### config.mk
export PLATFORM = sky130hd
export DESIGN_NAME = char_lcd_nibble_line_writer_core
export DESIGN_NICKNAME = d
export VERILOG_FILES = /design/src/design/lcdlw_pkg.sv /design/src/design/lcdlw_ram.sv /design/src/design/lcdlw_front.sv /design/src/design/lcdlw_queue.sv /design/src/design/lcdlw_back.sv /design/src/design/char_lcd_nibble_line_writer_core.sv
export SDC_FILE = /design/constraint.sdc
export NUM_CORES = 1
export LEC_CHECK = 0
export BUFFER_PORTS_ARGS = -buffer_cell sky130_fd_sc_hd__clkbuf_2
export CAP_MARGIN = 10
export CORE_ASPECT_RATIO = 0.5
export CORE_MARGIN = 10
export CORE_UTILIZATION = 45
export CTS_CLUSTER_SIZE = 14
export DETAILED_ROUTE_END_ITERATION = 8
export GPL_ROUTABILITY_DRIVEN = 0
export PLACE_DENSITY = 0.64
export SYNTH_ARGS = -nofsm -noshare
export SYNTH_HDL_FRONTEND = slang
export SYNTH_SLANG_ARGS = --single-unit
### constraint.sdc
create_clock -name clock -period 5.7 [get_ports clock]
set_input_delay 0.57 -clock clock [delete_from_list [all_inputs] [get_ports clock]]
set_output_delay 0.57 -clock clock [all_outputs]
set_load 0.02 [all_outputs]
### src/design/lcdlw_pkg.sv
// ----------------------------------------------------------------------------
// lcdlw_pkg
// Shared types, constants and the fixed pulse table of the line writer.
// ----------------------------------------------------------------------------
package lcdlw_pkg;

   // panel geometry
   localparam int COLUMNS    = 16;
   localparam int COL_W      = $clog2(COLUMNS);
   localparam int CNT_W      = $clog2(COLUMNS + 1);
   localparam int LAST_PULSE = 2 * COLUMNS + 1;
   localparam int PULSE_W    = $clog2(LAST_PULSE + 1);
   localparam int SHOWN_DEPTH = 2 * (1 << COL_W);
   localparam int SHOWN_AW    = COL_W + 1;

   localparam int QUEUE_DEPTH = 2;
   localparam int QPTR_W      = $clog2(QUEUE_DEPTH);
   localparam int QCNT_W      = $clog2(QUEUE_DEPTH + 1);

   // panel command bytes
   localparam logic [7:0] CMD_FUNCTION_SET = 8'h28;
   localparam logic [7:0] CMD_DISPLAY_OFF  = 8'h08;
   localparam logic [7:0] CMD_CLEAR        = 8'h01;
   localparam logic [7:0] CMD_ENTRY_MODE   = 8'h06;
   localparam logic [7:0] CMD_DISPLAY_ON   = 8'h0C;
   localparam logic [7:0] CMD_SET_DDRAM    = 8'h80;
   localparam logic [7:0] ROW1_OFFSET      = 8'h40;
   localparam logic [3:0] NIB_WAKE         = 4'h3;
   localparam logic [3:0] NIB_FOUR_BIT     = 4'h2;
   localparam logic [7:0] SPACE_CHAR       = 8'h20;

   // timing in microseconds
   localparam logic [15:0] WAIT_POWER_UP_US = 16'd50000;
   localparam logic [12:0] WAIT_BASE_US     = 13'd50;
   localparam logic [12:0] WAIT_WAKE_US     = WAIT_BASE_US + 13'd4500;
   localparam logic [12:0] WAIT_THIRD_US    = WAIT_BASE_US + 13'd150;
   localparam logic [12:0] WAIT_CLEAR_US    = 13'd2050;

   // fixed pulse table layout
   localparam int ROM_W = 5;
   localparam logic [ROM_W-1:0] ROM_INIT_FIRST  = 5'd0;
   localparam logic [ROM_W-1:0] ROM_INIT_LAST   = 5'd13;
   localparam logic [ROM_W-1:0] ROM_CLEAR_FIRST = 5'd14;
   localparam logic [ROM_W-1:0] ROM_CLEAR_LAST  = 5'd15;
   localparam logic [ROM_W-1:0] ROM_SHUT_FIRST  = 5'd16;
   localparam logic [ROM_W-1:0] ROM_SHUT_LAST   = 5'd19;

   typedef enum logic [1:0] {
      REQ_INIT     = 2'd0,
      REQ_CLEAR    = 2'd1,
      REQ_LINE     = 2'd2,
      REQ_SHUTDOWN = 2'd3
   } req_kind_type;

   typedef struct packed {
      req_kind_type     kind;
      logic             row;
      logic [CNT_W-1:0] count;
   } cmd_type;

   typedef struct packed {
      logic full;
      logic empty;
   } queue_status_type;

   typedef struct packed {
      logic             line_done;
      logic [COL_W-1:0] rd_col;
   } back_status_type;

   typedef struct packed {
      logic        rs;
      logic [3:0]  nibble;
      logic [15:0] pre_wait;
      logic [12:0] after;
   } pulse_type;

   function automatic pulse_type fixed_pulse(input logic [ROM_W-1:0] idx);
      pulse_type p;
      p.rs       = 1'b0;
      p.nibble   = 4'h0;
      p.pre_wait = 16'd0;
      p.after    = WAIT_BASE_US;
      unique case (idx)
         5'd0: begin
            p.nibble   = NIB_WAKE;
            p.pre_wait = WAIT_POWER_UP_US;
            p.after    = WAIT_WAKE_US;
         end
         5'd1: begin
            p.nibble = NIB_WAKE;
            p.after  = WAIT_WAKE_US;
         end
         5'd2: begin
            p.nibble = NIB_WAKE;
            p.after  = WAIT_THIRD_US;
         end
         5'd3:  p.nibble = NIB_FOUR_BIT;
         5'd4:  p.nibble = CMD_FUNCTION_SET[7:4];
         5'd5:  p.nibble = CMD_FUNCTION_SET[3:0];
         5'd6:  p.nibble = CMD_DISPLAY_OFF[7:4];
         5'd7:  p.nibble = CMD_DISPLAY_OFF[3:0];
         5'd8:  p.nibble = CMD_CLEAR[7:4];
         5'd9: begin
            p.nibble = CMD_CLEAR[3:0];
            p.after  = WAIT_CLEAR_US;
         end
         5'd10: p.nibble = CMD_ENTRY_MODE[7:4];
         5'd11: p.nibble = CMD_ENTRY_MODE[3:0];
         5'd12: p.nibble = CMD_DISPLAY_ON[7:4];
         5'd13: p.nibble = CMD_DISPLAY_ON[3:0];
         5'd14: p.nibble = CMD_CLEAR[7:4];
         5'd15: begin
            p.nibble = CMD_CLEAR[3:0];
            p.after  = WAIT_CLEAR_US;
         end
         5'd16: p.nibble = CMD_CLEAR[7:4];
         5'd17: begin
            p.nibble = CMD_CLEAR[3:0];
            p.after  = WAIT_CLEAR_US;
         end
         5'd18: p.nibble = CMD_DISPLAY_OFF[7:4];
         5'd19: p.nibble = CMD_DISPLAY_OFF[3:0];
         default: p.nibble = 4'h0;
      endcase
      return p;
   endfunction

endpackage

### src/design/lcdlw_ram.sv
// ----------------------------------------------------------------------------
// lcdlw_ram
// Generic single write port RAM with registered read.
// ----------------------------------------------------------------------------
module lcdlw_ram #(
   parameter int WIDTH = 8,
   parameter int DEPTH = 64
) (
   input  logic                     clock,
   input  logic                     we,
   input  logic [$clog2(DEPTH)-1:0] waddr,
   input  logic [WIDTH-1:0]         wdata,
   input  logic [$clog2(DEPTH)-1:0] raddr,
   output logic [WIDTH-1:0]         rdata
);

   logic [WIDTH-1:0] mem_ff [DEPTH];
   logic [WIDTH-1:0] rdata_ff;

   always_ff @(posedge clock) begin
      if (we) begin
         mem_ff[waddr] <= wdata;
      end
      rdata_ff <= mem_ff[raddr];
   end

   assign rdata = rdata_ff;

endmodule

### src/design/lcdlw_front.sv
// ----------------------------------------------------------------------------
// lcdlw_front
// Request intake: gathers line text and queues one command per run.
// ----------------------------------------------------------------------------
module lcdlw_front
   import lcdlw_pkg::*;
(
   input  logic             clock,
   input  logic             reset,
   input  logic             req_valid,
   output logic             req_stall,
   input  logic [1:0]       req_type,
   input  logic             req_row,
   input  logic [7:0]       req_char_code,
   input  logic             req_char_valid,
   input  logic             req_last,
   input  queue_status_type qstat,
   output logic             push,
   output cmd_type          push_cmd,
   input  back_status_type  bstat,
   output logic [7:0]       line_char
);

   logic [7:0]       line_ff [COLUMNS];
   logic [CNT_W-1:0] count_ff, count_in;
   logic             busy_ff, busy_in;
   logic             accept;
   logic             store;
   logic [CNT_W-1:0] count_upd;
   req_kind_type     kind;

   assign kind      = req_kind_type'(req_type);
   // line items wait while the buffer is still being sent
   assign req_stall = qstat.full || ((kind == REQ_LINE) && busy_ff);
   assign accept    = req_valid && !req_stall;
   assign store     = req_char_valid && (count_ff < CNT_W'(COLUMNS));
   assign count_upd = store ? count_ff + 1'b1 : count_ff;
   assign line_char = line_ff[bstat.rd_col];

   always_comb begin
      count_in       = count_ff;
      busy_in        = busy_ff && !bstat.line_done;
      push           = 1'b0;
      push_cmd.kind  = kind;
      push_cmd.row   = req_row;
      push_cmd.count = count_upd;
      if (accept) begin
         if (kind == REQ_LINE) begin
            count_in = count_upd;
            if (req_last) begin
               push     = 1'b1;
               count_in = '0;
               busy_in  = 1'b1;
            end
         end else begin
            push     = 1'b1;
            count_in = '0;
         end
      end
   end

   always_ff @(posedge clock) begin
      if (reset) begin
         count_ff <= '0;
         busy_ff  <= 1'b0;
      end else begin
         count_ff <= count_in;
         busy_ff  <= busy_in;
      end
   end

   always_ff @(posedge clock) begin
      if (accept && (kind == REQ_LINE) && store) begin
         line_ff[count_ff[COL_W-1:0]] <= req_char_code;
      end
   end

endmodule

### src/design/lcdlw_queue.sv
// ----------------------------------------------------------------------------
// lcdlw_queue
// Short command queue between intake and pulse sequencer.
// ----------------------------------------------------------------------------
module lcdlw_queue
   import lcdlw_pkg::*;
(
   input  logic             clock,
   input  logic             reset,
   input  logic             push,
   input  cmd_type          push_cmd,
   input  logic             pop,
   output cmd_type          head_cmd,
   output queue_status_type qstat
);

   cmd_type           entry_ff [QUEUE_DEPTH];
   logic [QPTR_W-1:0] wr_ptr_ff, wr_ptr_in;
   logic [QPTR_W-1:0] rd_ptr_ff, rd_ptr_in;
   logic [QCNT_W-1:0] count_ff, count_in;

   assign head_cmd    = entry_ff[rd_ptr_ff];
   assign qstat.full  = (count_ff == QCNT_W'(QUEUE_DEPTH));
   assign qstat.empty = (count_ff == '0);

   always_comb begin
      wr_ptr_in = push ? wr_ptr_ff + 1'b1 : wr_ptr_ff;
      rd_ptr_in = pop  ? rd_ptr_ff + 1'b1 : rd_ptr_ff;
      count_in  = count_ff;
      if (push && !pop) begin
         count_in = count_ff + 1'b1;
      end else if (pop && !push) begin
         count_in = count_ff - 1'b1;
      end
   end

   always_ff @(posedge clock) begin
      if (reset) begin
         wr_ptr_ff <= '0;
         rd_ptr_ff <= '0;
         count_ff  <= '0;
      end else begin
         wr_ptr_ff <= wr_ptr_in;
         rd_ptr_ff <= rd_ptr_in;
         count_ff  <= count_in;
      end
   end

   always_ff @(posedge clock) begin
      if (push) begin
         entry_ff[wr_ptr_ff] <= push_cmd;
      end
   end

endmodule

### src/design/lcdlw_back.sv
// ----------------------------------------------------------------------------
// lcdlw_back
// Pulse sequencer: fixed command runs, cached-row compare and line sending.
// ----------------------------------------------------------------------------
module lcdlw_back
   import lcdlw_pkg::*;
(
   input  logic             clock,
   input  logic             reset,
   input  queue_status_type qstat,
   input  cmd_type          head_cmd,
   output logic             pop,
   output back_status_type  bstat,
   input  logic [7:0]       line_char,
   output logic             rsp_valid,
   input  logic             rsp_stall,
   output logic             rsp_rs_level,
   output logic [3:0]       rsp_nibble,
   output logic [15:0]      rsp_wait_before_us,
   output logic [12:0]      rsp_wait_after_us,
   output logic             rsp_end_of_run
);

   typedef enum logic [2:0] {
      ST_IDLE,
      ST_FIXED,
      ST_CMP_RD,
      ST_CMP_CHK,
      ST_SEND
   } state_type;

   state_type          state_ff, state_in;
   logic [1:0]         shown_ff, shown_in;
   logic               row_ff, row_in;
   logic [CNT_W-1:0]   count_ff, count_in;
   logic [COL_W-1:0]   col_ff, col_in;
   logic [PULSE_W-1:0] pulse_ff, pulse_in;
   logic [ROM_W-1:0]   rom_ff, rom_in;
   logic [ROM_W-1:0]   rom_end_ff, rom_end_in;
   logic               rsp_valid_ff, rsp_valid_in;
   pulse_type          rsp_ff, rsp_in;
   logic               rsp_end_ff, rsp_end_in;

   logic               out_free;
   logic [COL_W-1:0]   send_col;
   logic [COL_W-1:0]   rd_col;
   logic [7:0]         padded;
   logic [7:0]         tx_byte;
   logic               ram_we;
   logic [7:0]         ram_rdata;

   assign out_free = !rsp_valid_ff || !rsp_stall;
   assign send_col = COL_W'((pulse_ff - PULSE_W'(2)) >> 1);
   assign rd_col   = (state_ff == ST_SEND) ? send_col : col_ff;
   assign padded   = (CNT_W'(rd_col) < count_ff) ? line_char : SPACE_CHAR;
   assign tx_byte  = (pulse_ff < PULSE_W'(2)) ?
                     (CMD_SET_DDRAM | (row_ff ? ROW1_OFFSET : 8'h00)) : padded;

   lcdlw_ram #(
      .WIDTH (8),
      .DEPTH (SHOWN_DEPTH)
   ) u_shown (
      .clock (clock),
      .we    (ram_we),
      .waddr ({row_ff, send_col}),
      .wdata (padded),
      .raddr ({row_ff, col_ff}),
      .rdata (ram_rdata)
   );

   always_comb begin
      state_in        = state_ff;
      shown_in        = shown_ff;
      row_in          = row_ff;
      count_in        = count_ff;
      col_in          = col_ff;
      pulse_in        = pulse_ff;
      rom_in          = rom_ff;
      rom_end_in      = rom_end_ff;
      rsp_valid_in    = rsp_valid_ff && rsp_stall;
      rsp_in          = rsp_ff;
      rsp_end_in      = rsp_end_ff;
      pop             = 1'b0;
      ram_we          = 1'b0;
      bstat.line_done = 1'b0;
      bstat.rd_col    = rd_col;

      unique case (state_ff)
         ST_IDLE: begin
            if (!qstat.empty) begin
               pop      = 1'b1;
               row_in   = head_cmd.row;
               count_in = head_cmd.count;
               col_in   = '0;
               pulse_in = '0;
               unique case (head_cmd.kind)
                  REQ_INIT: begin
                     shown_in   = 2'b00;
                     rom_in     = ROM_INIT_FIRST;
                     rom_end_in = ROM_INIT_LAST;
                     state_in   = ST_FIXED;
                  end
                  REQ_CLEAR: begin
                     shown_in   = 2'b00;
                     rom_in     = ROM_CLEAR_FIRST;
                     rom_end_in = ROM_CLEAR_LAST;
                     state_in   = ST_FIXED;
                  end
                  REQ_SHUTDOWN: begin
                     shown_in   = 2'b00;
                     rom_in     = ROM_SHUT_FIRST;
                     rom_end_in = ROM_SHUT_LAST;
                     state_in   = ST_FIXED;
                  end
                  REQ_LINE: begin
                     state_in = shown_ff[head_cmd.row] ? ST_CMP_RD : ST_SEND;
                  end
                  default: state_in = ST_IDLE;
               endcase
            end
         end
         ST_FIXED: begin
            if (out_free) begin
               rsp_valid_in = 1'b1;
               rsp_in       = fixed_pulse(rom_ff);
               rsp_end_in   = (rom_ff == rom_end_ff);
               rom_in       = rom_ff + 1'b1;
               if (rom_ff == rom_end_ff) begin
                  state_in = ST_IDLE;
               end
            end
         end
         ST_CMP_RD: begin
            state_in = ST_CMP_CHK;
         end
         ST_CMP_CHK: begin
            if (ram_rdata != padded) begin
               state_in = ST_SEND;
            end else if (col_ff == COL_W'(COLUMNS - 1)) begin
               bstat.line_done = 1'b1;
               state_in        = ST_IDLE;
            end else begin
               col_in   = col_ff + 1'b1;
               state_in = ST_CMP_RD;
            end
         end
         ST_SEND: begin
            if (out_free) begin
               rsp_valid_in    = 1'b1;
               rsp_in.rs       = (pulse_ff >= PULSE_W'(2));
               rsp_in.nibble   = pulse_ff[0] ? tx_byte[3:0] : tx_byte[7:4];
               rsp_in.pre_wait = 16'd0;
               rsp_in.after    = WAIT_BASE_US;
               rsp_end_in      = (pulse_ff == PULSE_W'(LAST_PULSE));
               // refresh the cached row as each low nibble leaves
               ram_we          = pulse_ff[0] && (pulse_ff >= PULSE_W'(2));
               pulse_in        = pulse_ff + 1'b1;
               if (pulse_ff == PULSE_W'(LAST_PULSE)) begin
                  shown_in[row_ff] = 1'b1;
                  bstat.line_done  = 1'b1;
                  state_in         = ST_IDLE;
               end
            end
         end
         default: state_in = ST_IDLE;
      endcase
   end

   always_ff @(posedge clock) begin
      if (reset) begin
         state_ff     <= ST_IDLE;
         shown_ff     <= 2'b00;
         rsp_valid_ff <= 1'b0;
      end else begin
         state_ff     <= state_in;
         shown_ff     <= shown_in;
         rsp_valid_ff <= rsp_valid_in;
      end
      row_ff     <= row_in;
      count_ff   <= count_in;
      col_ff     <= col_in;
      pulse_ff   <= pulse_in;
      rom_ff     <= rom_in;
      rom_end_ff <= rom_end_in;
      rsp_ff     <= rsp_in;
      rsp_end_ff <= rsp_end_in;
   end

   assign rsp_valid          = rsp_valid_ff;
   assign rsp_rs_level       = rsp_ff.rs;
   assign rsp_nibble         = rsp_ff.nibble;
   assign rsp_wait_before_us = rsp_ff.pre_wait;
   assign rsp_wait_after_us  = rsp_ff.after;
   assign rsp_end_of_run     = rsp_end_ff;

endmodule

### src/design/char_lcd_nibble_line_writer_core.sv
// ----------------------------------------------------------------------------
// char_lcd_nibble_line_writer_core
// Host side of a 4-bit character panel link: one transaction out per enable pulse.
// ----------------------------------------------------------------------------
// Requests (init, clear, shutdown, line character) enter on the req_ channel;
// every rsp_ transaction is one enable pulse with its RS level, nibble and the
// waits around it, and end_of_run marks the last pulse of a request. A line
// character that is not marked last is only gathered. Init, clear and shutdown
// are played from a fixed table at one pulse per cycle while the output is
// taken (14, 2 and 4 pulses). A line end first checks the cached row when it
// is valid, a read state then a check state per column through the registered
// read of the shown-text RAM, and unless it matches sends 2*COLUMNS+2 pulses at
// one per cycle while the output is taken. A two-entry command queue lets the
// intake keep accepting while pulses go out; a full queue holds off every
// request; line characters also wait until the prior line is sent or skipped.
// No clearing pass after reset: per-row valid bits mark the cache empty.
// ----------------------------------------------------------------------------
module char_lcd_nibble_line_writer_core
   import lcdlw_pkg::*;
(
   input  logic        clock,
   input  logic        reset,
   input  logic        req_valid,
   output logic        req_stall,
   input  logic [1:0]  req_type,
   input  logic        req_row,
   input  logic [7:0]  req_char_code,
   input  logic        req_char_valid,
   input  logic        req_last,
   output logic        rsp_valid,
   input  logic        rsp_stall,
   output logic        rsp_rs_level,
   output logic [3:0]  rsp_nibble,
   output logic [15:0] rsp_wait_before_us,
   output logic [12:0] rsp_wait_after_us,
   output logic        rsp_end_of_run
);

   queue_status_type qstat;
   back_status_type  bstat;
   cmd_type          push_cmd;
   cmd_type          head_cmd;
   logic             push;
   logic             pop;
   logic [7:0]       line_char;

   // intake: classify requests, gather line text
   lcdlw_front u_front (
      .clock          (clock),
      .reset          (reset),
      .req_valid      (req_valid),
      .req_stall      (req_stall),
      .req_type       (req_type),
      .req_row        (req_row),
      .req_char_code  (req_char_code),
      .req_char_valid (req_char_valid),
      .req_last       (req_last),
      .qstat          (qstat),
      .push           (push),
      .push_cmd       (push_cmd),
      .bstat          (bstat),
      .line_char      (line_char)
   );

   // decouple intake from pulse generation
   lcdlw_queue u_queue (
      .clock    (clock),
      .reset    (reset),
      .push     (push),
      .push_cmd (push_cmd),
      .pop      (pop),
      .head_cmd (head_cmd),
      .qstat    (qstat)
   );

   // sequencer: fixed runs, row compare, line send, output register
   lcdlw_back u_back (
      .clock              (clock),
      .reset              (reset),
      .qstat              (qstat),
      .head_cmd           (head_cmd),
      .pop                (pop),
      .bstat              (bstat),
      .line_char          (line_char),
      .rsp_valid          (rsp_valid),
      .rsp_stall          (rsp_stall),
      .rsp_rs_level       (rsp_rs_level),
      .rsp_nibble         (rsp_nibble),
      .rsp_wait_before_us (rsp_wait_before_us),
      .rsp_wait_after_us  (rsp_wait_after_us),
      .rsp_end_of_run     (rsp_end_of_run)
   );

endmodule

==> summary.md <==
| Metric | Value |
|---|---|
| Final setup margin | 0.7636 ns |
| Clock tree buffer depth | 3 |
| Setup Viol. Count Final | 0 |
| Worst path arrival time | 5.12 ns |
| Post-synth ARST share | 0% |
| CP max FO | 11 |
| Sequential fraction of the synthesis area | roughly two thirds |
| Post-synthesis cell type count | between 60 and 70 |
| CTS tree | done |
| Final nets | 1222 |
| Slew margin rel. | 20.50% |
| ANT cells | 0 |
| Yosys warns | 0 |
| Worst-Margin Slew | 1.183 ns |
| FF+latch count, synth | 462 |
| CP Capture Type | flip-flop |
| Top-area cell type share of the netlist area | 65.83% |
| Fin Setup TNS | 0 ns |
| Antenna Nets Post-Route | 0 |
| First-pass GRT wire length | 67970 um |
| Critical Path Slowest Stage Cell | nor4_4 |
| Cells along the critical path | nor4_4 > nor2_1 > o21ai_1 > ha_1 > a21oi_1 > nor2_1 > o41a_1 > nor2b_1 > a22oi_1 > xnor2_1 > nor2_1 > nand3_2 > o31ai_1 |
| Fillers | 3532 |
| Clk Latency, worst-skew pair | 0.57 ns |
| Worst min path class | in2reg |
| IO buf count | 40 |
| Internal | 8.026 mW |
| Setup Buffers After CTS | 0 |
| Final Hold Fails | 0 |
| Leakage | 7.125 nW |
| CP max stage delay | 0.67 ns |
| Layout area overhead | 10.62% |
| Die height | 168.8 um |
| # hold bufs at CTS | 0 |
| Num CTS Buffers | 43 |
| Synth Flop Type | edfxtp_1 |
| RSZ-0062 raised after global routing | no |
| Clk root buf | clkbuf_16 |
| Area occupied by registers | between 10000 and 15000 um^2 |
| Top post-synthesis cells by area | edfxtp_1, mux4_2, dfxtp_1 |
| Startpoint Class | flip-flop |
| Clock Skew | 0.02567 ns |
| Clock-pin slew on the worst setup and hold paths | 0.06 ns |
| Synth area leader | edfxtp_1 |
| Mapped Cells | around 1100 |
| Psw | between 4 and 5 mW |
| Clock power frac | 23.0% |
| Switching share of power | 34.80% |
| Multi-input gate area | around 6000 um^2 |
| Crit-path most repeated cell | nor2_1 |
| Period utilisation layout | 86.60% |
| Row count | 54 |
| Post-synth EDFFs | 437 |
| WL/cell | around 25 um |
| Via-per-instance ratio | about 5.9 |
| Initial antenna violation count | 0 |
| Hpwl dp | 28910 um |
| Die width | approximately 320 um |
| IO Pins | 54 |
| Outcome | completed |
| FMAX | 0.2026 GHz |
| DRT iter0 DRCs | 1062 |
| PostCTS Resize Cnt | 0 |
| Routed WL | 44760 um |
| Vias post-DR | 10610 |
| Commonest cells post-synth | edfxtp_1, mux4_2, nor2_1 |
| Max-Cap Viols | 0 |
| GR Util All Layers | 16.43% |
| Critical path required time | 5.89 ns |
| Mapped Area | 19930 um^2 |
| Avg Inst Size Synth | 17.42 um^2 |
| Clk sinks | 462 |
| Flop pwr share | between 40% and 50% |
| Worst slack at placement | 0.8336 ns |
| Drt pass-1 iters | 7 |
| CTS H-tree lvls | 2 |
| Share of layout cells above drive strength 1 | between 20% and 30% |
| Post-route DRC | 0 |
| Hold_ws | roughly 0.21 ns |
| Initial Util | 45.67% |
| Die footprint | 53620 um^2 |
| Comb power frac | 36.2% |
| Power per Cell Area | 558.3 nW/um^2 |
| Largest net degree at the start of global routing | 61 |
| Core Region | 43650 um^2 |
| Slew Viols, Final | 0 |
| Fin crit period | 4.936 ns |
| Vias in the first global route | between 10000 and 15000 |
| GR Overflow Total | 0 |
| Most frequent cell after synthesis | edfxtp_1 |
| Maximum VDD drop | between 0.0005 and 0.0006 V |
| Worst Setup Path Type | reg2reg |
## critical path, delay by kind of cell (launching register included)
family                   cells  cell delay [ns]
AO/OA/AOI/OAI                5             1.87
flip-flops                   1             0.63
AND/OR/NAND/NOR              6             1.58
XOR/XNOR                     1             0.16
adder cells (fa/ha/maj)      1             0.32
## power by group through the flow
stage / logic [mW] / registers, mW / clock network (mW)
2_1_floorplan: 3.13 / 4.98 / 0
3_3_place_gp: 4.34 / 5.08 / 0
3_5_place_dp: 4.47 / 5.09 / 0
4_1_cts: 4.49 / 5.02 / 2.88
5_1_grt: 4.85 / 5.05 / 3.01
6_report: 4.46 / 5.02 / 2.83
## final cells by class
cell class,instances,area share (%)
multi-input combinational,587,26.49
timing repair buffer,65,1.759
clock buffer,54,5.209
inverter,25,0.4256
clock inverter,22,0.9930
sequential,462,61.78
tap,588,3.337
## metal layers
| layer | track usage [%] | up-vias | wire length (um) |
|---|---|---|---|
| met1 | 22.06 | 5533 | 18860 |
| met2 | 26.64 | 399 | 21630 |
| met5 | 0 | - | 0 |
| li1 | - | 4616 | - |
| met3 | 3.919 | 60 | 3416 |
| met4 | 4.413 | 0 | 845 |
## cell families (layout without fill, tap and decap cells)
logic type	Yosys count	after routing	synth area share [%]
xor+xnor	26	26	1.274
compound gates	110	110	3.804
simple gates	242	242	5.744
mux	175	175	16.81
fa+ha+maj	21	21	1.318
flops	462	462	68.34
buf+inv	107	166	2.687
other cells	1	13	0.01881
## cells in the final DEF (no fill, tap or decap), drive strengths merged, types with 4 or more instances in the layout
cell    netlist  final
nand2        45     45
o21ai        28     28
and2          7      7
a22oi         7      7
a21oi        24     24
buf          55     25
a31oi        10     10
mux2i        31     31
and3          4      4
dfxtp        25     25
nand3b        4      4
nor2b         6      6
clkinv        0     16
nand4         5      5
conb          1     13
nor2        105    105
clkbuf       27     94
bufinv        0      4
mux4        126    126
xnor2        13     13
inv          25     26
o22a         10     10
nand2b        5      5
nand3        17     17
edfxtp      437    437
nor3         27     27
ha           21     21
xor2         13     13
a32oi         6      6
mux2         18     18
## through the flow
stage	instance area [um^2]	cells	power [mW]	utilization, %
floorplan	19980	1156	8.109	-
global placement	20680	1727	9.422	47.39
detailed placement	20680	1727	9.556	47.39
CTS	22050	1803	12.39	50.52
global route	22050	1803	12.91	50.52
finish	22050	1803	12.31	50.52
## final timing paths
path                 startpoint                endpoint  slack (ns)  depth (start not counted)
min                     req_row  u_queue.entry_ff[1][5]        0.21                          1
max reg2reg  u_back.pulse_ff[3]        u_back.col_ff[3]        0.76                         13
min reg2reg  u_back.shown_ff[0]      u_back.shown_ff[0]        0.51                          2
max          u_back.pulse_ff[3]        u_back.col_ff[3]        0.76                         13
## flip-flops by register name, indices dropped and copies added, names as in the netlist, named ones only
name,flops
u_back.count_ff,5
u_queue.wr_ptr_ff,1
u_front.count_ff,5
u_back.u_shown.mem_ff,256
u_back.shown_ff,2
u_back.rsp_end_of_run,1
u_back.rom_end_ff,3
u_back.u_shown.rdata,8
u_front.line_ff,128
u_queue.rd_ptr_ff,1
u_back.row_ff,1
u_back.rsp_rs_level,1
u_back.rsp_valid,1
u_back.rom_ff,5
u_queue.count_ff,2
u_back.rsp_nibble,4
u_back.rsp_wait_before_us,1
u_back.col_ff,4
u_queue.entry_ff,16
u_front.busy_ff,1
u_back.state_ff,3
u_back.rsp_wait_after_us,6
u_back.pulse_ff,6
No activity file was read; power rests on OpenSTA's default activity.
